--- src/rtl/lcdlt_pkg.sv ---
// ----------------------------------------------------------------------------
// lcdlt_pkg
// shared constants and types for the lcd line timing block
// ----------------------------------------------------------------------------
package lcdlt_pkg;

    // frame geometry
    localparam int LINE_DOTS         = 456;
    localparam int FRAME_LINES       = 154;
    localparam int LAST_VISIBLE_LINE = 143;

    localparam int DOT_W  = 9;
    localparam int LINE_W = 8;

    localparam logic [DOT_W:0]    LINE_DOTS_C   = (DOT_W+1)'(LINE_DOTS);
    localparam logic [LINE_W-1:0] FRAME_LINES_C = LINE_W'(FRAME_LINES);
    localparam logic [LINE_W-1:0] LAST_VIS_C    = LINE_W'(LAST_VISIBLE_LINE);
    localparam logic [LINE_W-1:0] VBLANK_LINE_C = LINE_W'(LAST_VISIBLE_LINE + 1);

    // dot positions within a visible line
    localparam logic [DOT_W-1:0] XFER_DOT_NORMAL    = DOT_W'(84);
    localparam logic [DOT_W-1:0] RSTART_DOT_NORMAL  = DOT_W'(89);
    localparam logic [DOT_W-1:0] XFER_DOT_STARTUP   = DOT_W'(87);
    localparam logic [DOT_W-1:0] RSTART_DOT_STARTUP = DOT_W'(92);
    localparam logic [DOT_W-1:0] OAM_DOT            = DOT_W'(4);
    localparam logic [DOT_W-1:0] STARTUP_DOT        = DOT_W'(7);

    // reported stat mode codes
    localparam logic [1:0] MODE_HBLANK = 2'd0;
    localparam logic [1:0] MODE_VBLANK = 2'd1;
    localparam logic [1:0] MODE_OAM    = 2'd2;
    localparam logic [1:0] MODE_XFER   = 2'd3;

    // internal mode, one-hot
    typedef enum logic [3:0] {
        ST_HBLANK = 4'b0001,
        ST_VBLANK = 4'b0010,
        ST_OAM    = 4'b0100,
        ST_XFER   = 4'b1000
    } inner_mode_t;

    typedef struct packed {
        logic [DOT_W-1:0]  dot;
        logic [LINE_W-1:0] line;
        inner_mode_t       inner;
        logic [1:0]        shown;
        logic              on;
        logic              startup;
        logic              skip;
        logic              win;
    } lcdlt_state_t;

    typedef struct packed {
        logic [LINE_W-1:0] line;
        logic [DOT_W-1:0]  dot;
        logic [1:0]        stat_mode;
        logic              lyc_match;
        logic              vblank_irq;
        logic              oam_irq;
        logic              hblank_start;
        logic              render_start;
        logic              window_line_hit;
        logic              frame_commit;
        logic              screen_clear;
    } lcdlt_result_t;

endpackage

--- src/rtl/lcdlt_step.sv ---
// ----------------------------------------------------------------------------
// lcdlt_step
// one dot tick of line timing: next state and result from current state
// ----------------------------------------------------------------------------
module lcdlt_step
    import lcdlt_pkg::*;
(
    input  lcdlt_state_t      state,
    input  logic              lcd_enable,
    input  logic [7:0]        lyc,
    input  logic [7:0]        wy,
    input  logic              transfer_done,
    output lcdlt_state_t      state_next,
    output lcdlt_result_t     result
);

    always_comb
    begin
        lcdlt_state_t      s;
        logic [DOT_W-1:0]  dot_inc;
        logic [LINE_W-1:0] line_inc;
        logic [DOT_W-1:0]  xd;
        logic [DOT_W-1:0]  rs;
        logic              vbl;
        logic              oam;
        logic              hbl;
        logic              rst;
        logic              commit;
        logic              clr;

        s        = state;
        vbl      = 1'b0;
        oam      = 1'b0;
        hbl      = 1'b0;
        rst      = 1'b0;
        commit   = 1'b0;
        clr      = 1'b0;
        dot_inc  = '0;
        line_inc = '0;
        xd       = '0;
        rs       = '0;

        if (!lcd_enable)
        begin
            if (s.on)
            begin
                s.on      = 1'b0;
                s.startup = 1'b0;
                s.dot     = '0;
                s.line    = '0;
                s.inner   = ST_HBLANK;
                s.shown   = MODE_HBLANK;
                s.win     = 1'b0;
                clr       = 1'b1;
            end
        end
        else
        begin
            // turn on: startup line begins at a later dot
            if (!s.on)
            begin
                s.on      = 1'b1;
                s.startup = 1'b1;
                s.skip    = 1'b1;
                s.dot     = STARTUP_DOT;
                s.line    = '0;
                s.inner   = ST_HBLANK;
                s.shown   = MODE_HBLANK;
                clr       = 1'b1;
            end

            // end of pixel transfer
            rs = s.startup ? RSTART_DOT_STARTUP : RSTART_DOT_NORMAL;
            if (s.inner == ST_XFER && s.dot >= rs && transfer_done)
            begin
                s.inner = ST_HBLANK;
                s.shown = MODE_HBLANK;
                hbl     = (s.line <= LAST_VIS_C);
            end

            dot_inc = s.dot + DOT_W'(1);
            if ({1'b0, dot_inc} >= LINE_DOTS_C || dot_inc == '0)
            begin
                // line boundary
                s.dot    = '0;
                line_inc = s.line + LINE_W'(1);
                if (line_inc >= FRAME_LINES_C)
                    line_inc = line_inc - FRAME_LINES_C;
                s.line = line_inc;
                if (s.line > LAST_VIS_C)
                begin
                    s.inner = ST_VBLANK;
                    s.shown = MODE_VBLANK;
                    s.win   = 1'b0;
                    if (s.line == VBLANK_LINE_C)
                    begin
                        vbl = 1'b1;
                        if (s.skip)
                            s.skip = 1'b0;
                        else
                            commit = 1'b1;
                    end
                end
                else
                begin
                    s.inner = ST_OAM;
                    oam     = (s.line != '0);
                end
            end
            else
            begin
                s.dot = dot_inc;
                if (s.line <= LAST_VIS_C)
                begin
                    xd = s.startup ? XFER_DOT_STARTUP : XFER_DOT_NORMAL;
                    rs = s.startup ? RSTART_DOT_STARTUP : RSTART_DOT_NORMAL;
                    if (!s.startup && s.dot == OAM_DOT)
                    begin
                        s.shown = MODE_OAM;
                        if (s.line == '0)
                            oam = 1'b1;
                    end
                    if (s.dot == xd)
                    begin
                        s.inner = ST_XFER;
                        s.shown = MODE_XFER;
                    end
                    if (s.dot == rs)
                    begin
                        rst = 1'b1;
                        if (!s.win && s.line == wy)
                            s.win = 1'b1;
                        s.startup = 1'b0;
                    end
                end
            end
        end

        state_next = s;

        result.line            = s.line;
        result.dot             = s.dot;
        result.stat_mode       = s.shown;
        result.lyc_match       = (s.line == lyc);
        result.vblank_irq      = vbl;
        result.oam_irq         = oam;
        result.hblank_start    = hbl;
        result.render_start    = rst;
        result.window_line_hit = s.win;
        result.frame_commit    = commit;
        result.screen_clear    = clr;
    end

endmodule

--- src/rtl/lcd_line_timing.sv ---
// ----------------------------------------------------------------------------
// lcd_line_timing
// dot-clocked scanline and mode timing for an lcd controller
// ----------------------------------------------------------------------------
// usage
//   input channel (in_valid / in_ready): one request per dot tick carrying
//   lcd_enable, lyc, wy and transfer_done from the renderer
//   output channel (out_valid / out_ready): one result per request with ly,
//   dot, stat mode, lyc match, window line flag and the event pulses
//   result: registered, valid in the cycle after its request is accepted
//   throughput: one request per cycle; the timing state update is a single
//   pass of combinational logic between the timing registers and the result
//   register, so only a stall limits the rate below one dot per clock
//   the result register acts as a pipe stage: a new request is taken while
//   the previous result is taken in the same cycle
//   stall: while a result waits on out_ready, in_ready drops and the timing
//   state holds; no dot is lost or repeated
//   reset: display off, line 0, dot 0, hblank, all flags clear, no result
//   pending; the first enabled tick starts the startup line at dot 7
// ----------------------------------------------------------------------------
module lcd_line_timing
    import lcdlt_pkg::*;
(
    input  logic              clk,
    input  logic              rst_n,

    input  logic              in_valid,
    output logic              in_ready,
    input  logic              lcd_enable,
    input  logic [7:0]        lyc,
    input  logic [7:0]        wy,
    input  logic              transfer_done,

    output logic              out_valid,
    input  logic              out_ready,
    output logic [LINE_W-1:0] line,
    output logic [DOT_W-1:0]  dot,
    output logic [1:0]        stat_mode,
    output logic              lyc_match,
    output logic              vblank_irq,
    output logic              oam_irq,
    output logic              hblank_start,
    output logic              render_start,
    output logic              window_line_hit,
    output logic              frame_commit,
    output logic              screen_clear
);

    // timing state (counters, modes, flags)
    lcdlt_state_t  state_reg;
    lcdlt_state_t  state_next;

    // result stage
    lcdlt_result_t result_reg;
    lcdlt_result_t result_next;
    logic          out_valid_reg;

    logic          in_accept;

    // take a request whenever the result slot is empty or being drained
    assign in_ready  = !out_valid_reg || out_ready;
    assign in_accept = in_valid && in_ready;

    lcdlt_step u_step
    (
        .state         (state_reg),
        .lcd_enable    (lcd_enable),
        .lyc           (lyc),
        .wy            (wy),
        .transfer_done (transfer_done),
        .state_next    (state_next),
        .result        (result_next)
    );

    // state only advances on an accepted tick
    always_ff @(posedge clk or negedge rst_n)
    begin
        if (!rst_n)
        begin
            state_reg.dot     <= '0;
            state_reg.line    <= '0;
            state_reg.inner   <= ST_HBLANK;
            state_reg.shown   <= MODE_HBLANK;
            state_reg.on      <= 1'b0;
            state_reg.startup <= 1'b0;
            state_reg.skip    <= 1'b0;
            state_reg.win     <= 1'b0;
        end
        else if (in_accept)
        begin
            state_reg <= state_next;
        end
    end

    // result valid flag
    always_ff @(posedge clk or negedge rst_n)
    begin
        if (!rst_n)
            out_valid_reg <= 1'b0;
        else if (in_accept)
            out_valid_reg <= 1'b1;
        else if (out_ready)
            out_valid_reg <= 1'b0;
    end

    // result payload, no reset needed
    always_ff @(posedge clk)
    begin
        if (in_accept)
            result_reg <= result_next;
    end

    assign out_valid       = out_valid_reg;
    assign line            = result_reg.line;
    assign dot             = result_reg.dot;
    assign stat_mode       = result_reg.stat_mode;
    assign lyc_match       = result_reg.lyc_match;
    assign vblank_irq      = result_reg.vblank_irq;
    assign oam_irq         = result_reg.oam_irq;
    assign hblank_start    = result_reg.hblank_start;
    assign render_start    = result_reg.render_start;
    assign window_line_hit = result_reg.window_line_hit;
    assign frame_commit    = result_reg.frame_commit;
    assign screen_clear    = result_reg.screen_clear;

    // counters stay inside the frame geometry
    a_dot_range: assert property (@(posedge clk) disable iff (!rst_n)
        {1'b0, state_reg.dot} < LINE_DOTS_C)
        else $error("dot counter beyond line length");

    a_line_range: assert property (@(posedge clk) disable iff (!rst_n)
        state_reg.line < FRAME_LINES_C)
        else $error("line counter beyond frame length");

    // display off holds timing at the origin
    a_off_hold: assert property (@(posedge clk) disable iff (!rst_n)
        !state_reg.on |-> (state_reg.dot == '0 && state_reg.line == '0
                           && state_reg.inner == ST_HBLANK))
        else $error("timing not held while display off");

    // a frame commit only happens together with vblank start
    a_commit_vbl: assert property (@(posedge clk) disable iff (!rst_n)
        (out_valid && frame_commit) |-> (vblank_irq && line == VBLANK_LINE_C))
        else $error("frame commit outside vblank start");

    // an accepted request always leaves a result pending
    a_accept_result: assert property (@(posedge clk) disable iff (!rst_n)
        in_accept |=> out_valid)
        else $error("accepted request produced no result");

endmodule

--- config.mk ---
export PLATFORM = sky130hd
export DESIGN_NAME = lcd_line_timing
export DESIGN_NICKNAME = d
export VERILOG_FILES = /design/src/rtl/lcdlt_pkg.sv /design/src/rtl/lcdlt_step.sv /design/src/rtl/lcd_line_timing.sv
export SDC_FILE = /design/constraint.sdc
export NUM_CORES = 1
export LEC_CHECK = 0
export ABC_CLOCK_PERIOD_IN_PS = 4500
export BUFFER_PORTS_ARGS = -buffer_cell sky130_fd_sc_hd__buf_2
export CORE_MARGIN = 5
export CORE_UTILIZATION = 50
export CTS_CLUSTER_SIZE = 28
export DETAILED_ROUTE_END_ITERATION = 8
export PLACE_DENSITY_LB_ADDON = 0.2
export SLEW_MARGIN = 20
export SYNTH_ARGS = -nofsm -noshare
export SYNTH_HDL_FRONTEND = slang
export SYNTH_SLANG_ARGS = --single-unit
--- constraint.sdc ---
create_clock -name clk -period 4.5 [get_ports clk]
set_input_delay 0 -clock clk [delete_from_list [all_inputs] [get_ports clk]]
set_output_delay 0 -clock clk [all_outputs]
set_load 0.03 [all_outputs]
==> run_results.csv <==
group,metric,value,unit
clocking,htree_levels,2,
synth,synthTopCellsByCount,"57 x nand2_1, 30 x nor2_1, 27 x dfrtp_1, 27 x edfxtp_1, 26 x o21ai_0",
routing,ant_nets,0,
cells_and_area,areaGrowthSynthToFinish,10.32,%
global_route,first_global_vias,2945,
floorplan,die_h,95.70,um
floorplan,die_w,95.70,um
global_route,gr-usage-all-layers,0.2023,
timing,finalSetupViolCount,0,
synth,ys_seq_area_frac,0.4119,
min_path,holdCritStartpoint,"lcd_enable",
run_status,status,"complete, no violations",
synth,ys_ff_latch,55,
power,leakagePower,1.688,nW
synth,synth_edf_count,27,
worst_setup_path,arrival,3.41,ns
synth,synth_top_area_frac,0.2208,
synth,yosys.area_share.adder,0.01704,
run,max-cap-violations,0,
worst_setup_path,start_kind,"flop",
place,pre_cts_ws,1.284,ns
routing,vias,3127,
timing,clock_skew,0.01347,ns
synth,synth_most_common_cell,"nand2_1",
synth,postSynthCellCount,401,
place,post-dp-hpwl,6471,um
clocking,numCtsBuffers,5,
synth,synthesis.area,3672,um2
synth,async_reset_ff_frac,0.5091,
routing,wl,8828,um
synth,ys_warn_count,0,
power,power,1.224,mW
floorplan,die-area,9158,um2
synth,synthesis.nets,428,
place,port_buffers,50,
cells_and_area,drive_gt1_frac,0.2097,
worst_setup_path,r2r-end,"stat_mode[0]",
timing,tns,0,ns
power,power_density,302.1,nW/um2
synth,synthMuxAreaShare,0.03407,
synth,synth.avg_cell_area,9.158,um2
global_route,antenna_found_initial,0,
timing,finalCritPeriodShare,0.7259,
global_route,gr-total-overflow,0,
cells_and_area,nets,460,
cells_and_area,stdcell_count,533,
synth,synth_largest_area_cell,"edfxtp_1",
timing,slew_viol_final,0,
global_route,grt_max_degree,36,
timing,tightest_slew,0.9194,ns
clocking,clock_latency,0.32,ns
power,ir_worst_vdd,0.0001477,V
timing,hold_viol,0,
worst_setup_path,crit_type,"flop to flop",
clocking,cts_root_buf,"clkbuf_8",
worst_setup_path,required,4.64,ns
min_path,hp-class,"input pin to flop",
timing,fmax,0.3061,GHz
synth,synth-xor-area-share,0.05928,
routing,drc,0,
synth,synth.distinct_cells,73,
synth,synthTopCellsByArea,"edfxtp_1 22%, dfrtp_1 18%, nand2_1 5.8%",
worst_setup_path,path_max_fanout,35,
synth,synthFlopType,"edfxtp_1",
min_path,min_delay_worst_endpoint,"state_reg[6]",
timing,setup_ws,1.234,ns
floorplan,io_pins,51,
routing,vias_per_cell,5.867,
worst_setup_path,ff2ff_path_depth,13,
floorplan,core-area,7214,um2
worst_setup_path,r2r_start,"state_reg[3]",
timing,relSlewSlack,0.3848,
clocking,cts_tree,"built",
floorplan,rows,31,
routing,drtPass1Iterations,5,
place,dp_cells,522,
worst_setup_path,crit_path_end_kind,"flop",
min_path,hold_depth,2,
synth,synth_compound_gate_area_share,0.2092,
routing,drtIter0Drc,216,
place,gp_congestion,0.9529,
clocking,ctsResizeCount,0,
cells_and_area,final_util,0.5616,
routing,wl_per_cell,16.56,um
synth,synth-simple-area-share,0.2177,
worst_setup_path,r2r_slack,1.23,ns
timing,fin_crit,3.266,ns
timing,rsz0062_at_grt,"no",
clocking,clkTransAtPathRegs,0.11,ns
cells_and_area,antenna_cells,0,
clocking,clock_sinks,55,
floorplan,initial_core_util,0.5090,
clocking,clk_path_buf_depth,2,
global_route,grt_pass1_wl,14570,um
synth,synth_top_family_by_area,"simple AND/OR/NAND/NOR gates",
cells_and_area,largest_reg_flops,27,
[cell usage in the layout, fill, tap and decap left out, types with 4 or more instances in the layout]
| cell | netlist | layout |
|---|---|---|
| nand2_1 | 57 | 57 |
| buf_2 | 8 | 50 |
| nor2_1 | 30 | 30 |
| edfxtp_1 | 27 | 27 |
| dfrtp_1 | 27 | 27 |
| o21ai_0 | 26 | 26 |
| xnor2_1 | 16 | 16 |
| nand3_1 | 15 | 15 |
| inv_1 | 12 | 12 |
| a21oi_1 | 12 | 12 |
| nand2b_1 | 11 | 11 |
| mux2_2 | 9 | 9 |
| a31oi_1 | 8 | 8 |
| nor3_1 | 8 | 8 |
| xor2_1 | 7 | 7 |
| and3_1 | 6 | 6 |
| o21ai_1 | 5 | 5 |
| a21o_1 | 5 | 5 |
| a22o_1 | 5 | 5 |
| o22ai_1 | 5 | 5 |
| a22oi_1 | 5 | 5 |
| ha_1 | 5 | 5 |
| clkbuf_8 | 0 | 5 |
| nand4_1 | 4 | 4 |
| nand3b_1 | 4 | 4 |
[report_power, final]
part	total [mW]	internal [mW]	switching, mW
logic	0.300	0.113	0.187
clock network	0.292	0.116	0.176
registers	0.632	0.582	0.0494
total	1.22	0.811	0.413
[stage by stage]
stage	cell area (um2)	hold WS (ns)
final	4051	0.1120
after CTS	4051	0.1068
after global placement	3924	0.08517
after global routing	4051	0.1182
after floorplan	3672	-0.2956
after detailed placement	3924	0.08875
[layout make-up]
class                      instances  area [um2]
multi-input combinational        303        1973
fill                             689        3163
timing repair buffer              55       295.3
tap                               99       123.9
sequential                        55        1513
clock inverter                     3       28.78
clock buffer                       5       68.82
inverter                          13       48.80
[worst max-delay path: stages, from the launching register on]
cell and delay [ns]:
dfrtp_1 0.46, buf_4 0.37, nand2b_1 0.19, inv_1 0.11, ha_1 0.25, or3b_2 0.44
a21oi_1 0.15, o21ai_0 0.10, a211o_1 0.31, nand4_1 0.14, nand2_1 0.12, nor3_1 0.19
o21ai_0 0.13, o31ai_1 0.13
[per-layer routing]
layer  global-route usage  share of wire
met5                    0              0
met4              0.07109          0.022
met3              0.02971          0.054
met2               0.3191           0.46
met1               0.2841           0.46
[cell families (layout without fill, tap and decap cells)]
| kind of cell | Yosys count | after routing |
|---|---|---|
| simple gates | 158 | 158 |
| compound gates | 105 | 105 |
| flops | 55 | 55 |
| buf+inv | 43 | 76 |
| xor+xnor | 24 | 24 |
| mux | 11 | 11 |
| fa+ha+maj | 5 | 5 |
[what timing repair did]
| item | in CTS | in global routing |
|---|---|---|
| hold endpoints to repair | 28 | 0 |
| hold buffers | 3 | 0 |
| buffers inserted | 0 | 0 |
[how the worst max path moves through the flow]
stage / slack (ns) / end / from / cells after the start
6_report: 1.23 / stat_mode[0] / state_reg[3] / 13
5_1_grt: 0.95 / lyc_match / state_reg[18] / 11
4_1_cts: 1.25 / stat_mode[1] / state_reg[3] / 13
3_5_place_dp: 1.28 / stat_mode[1] / state_reg[3] / 13
3_3_place_gp: 1.35 / lyc_match / state_reg[18] / 11
2_1_floorplan: 0.85 / lyc_match / state_reg[3] / 16
No activity file was read; power rests on OpenSTA's default activity.
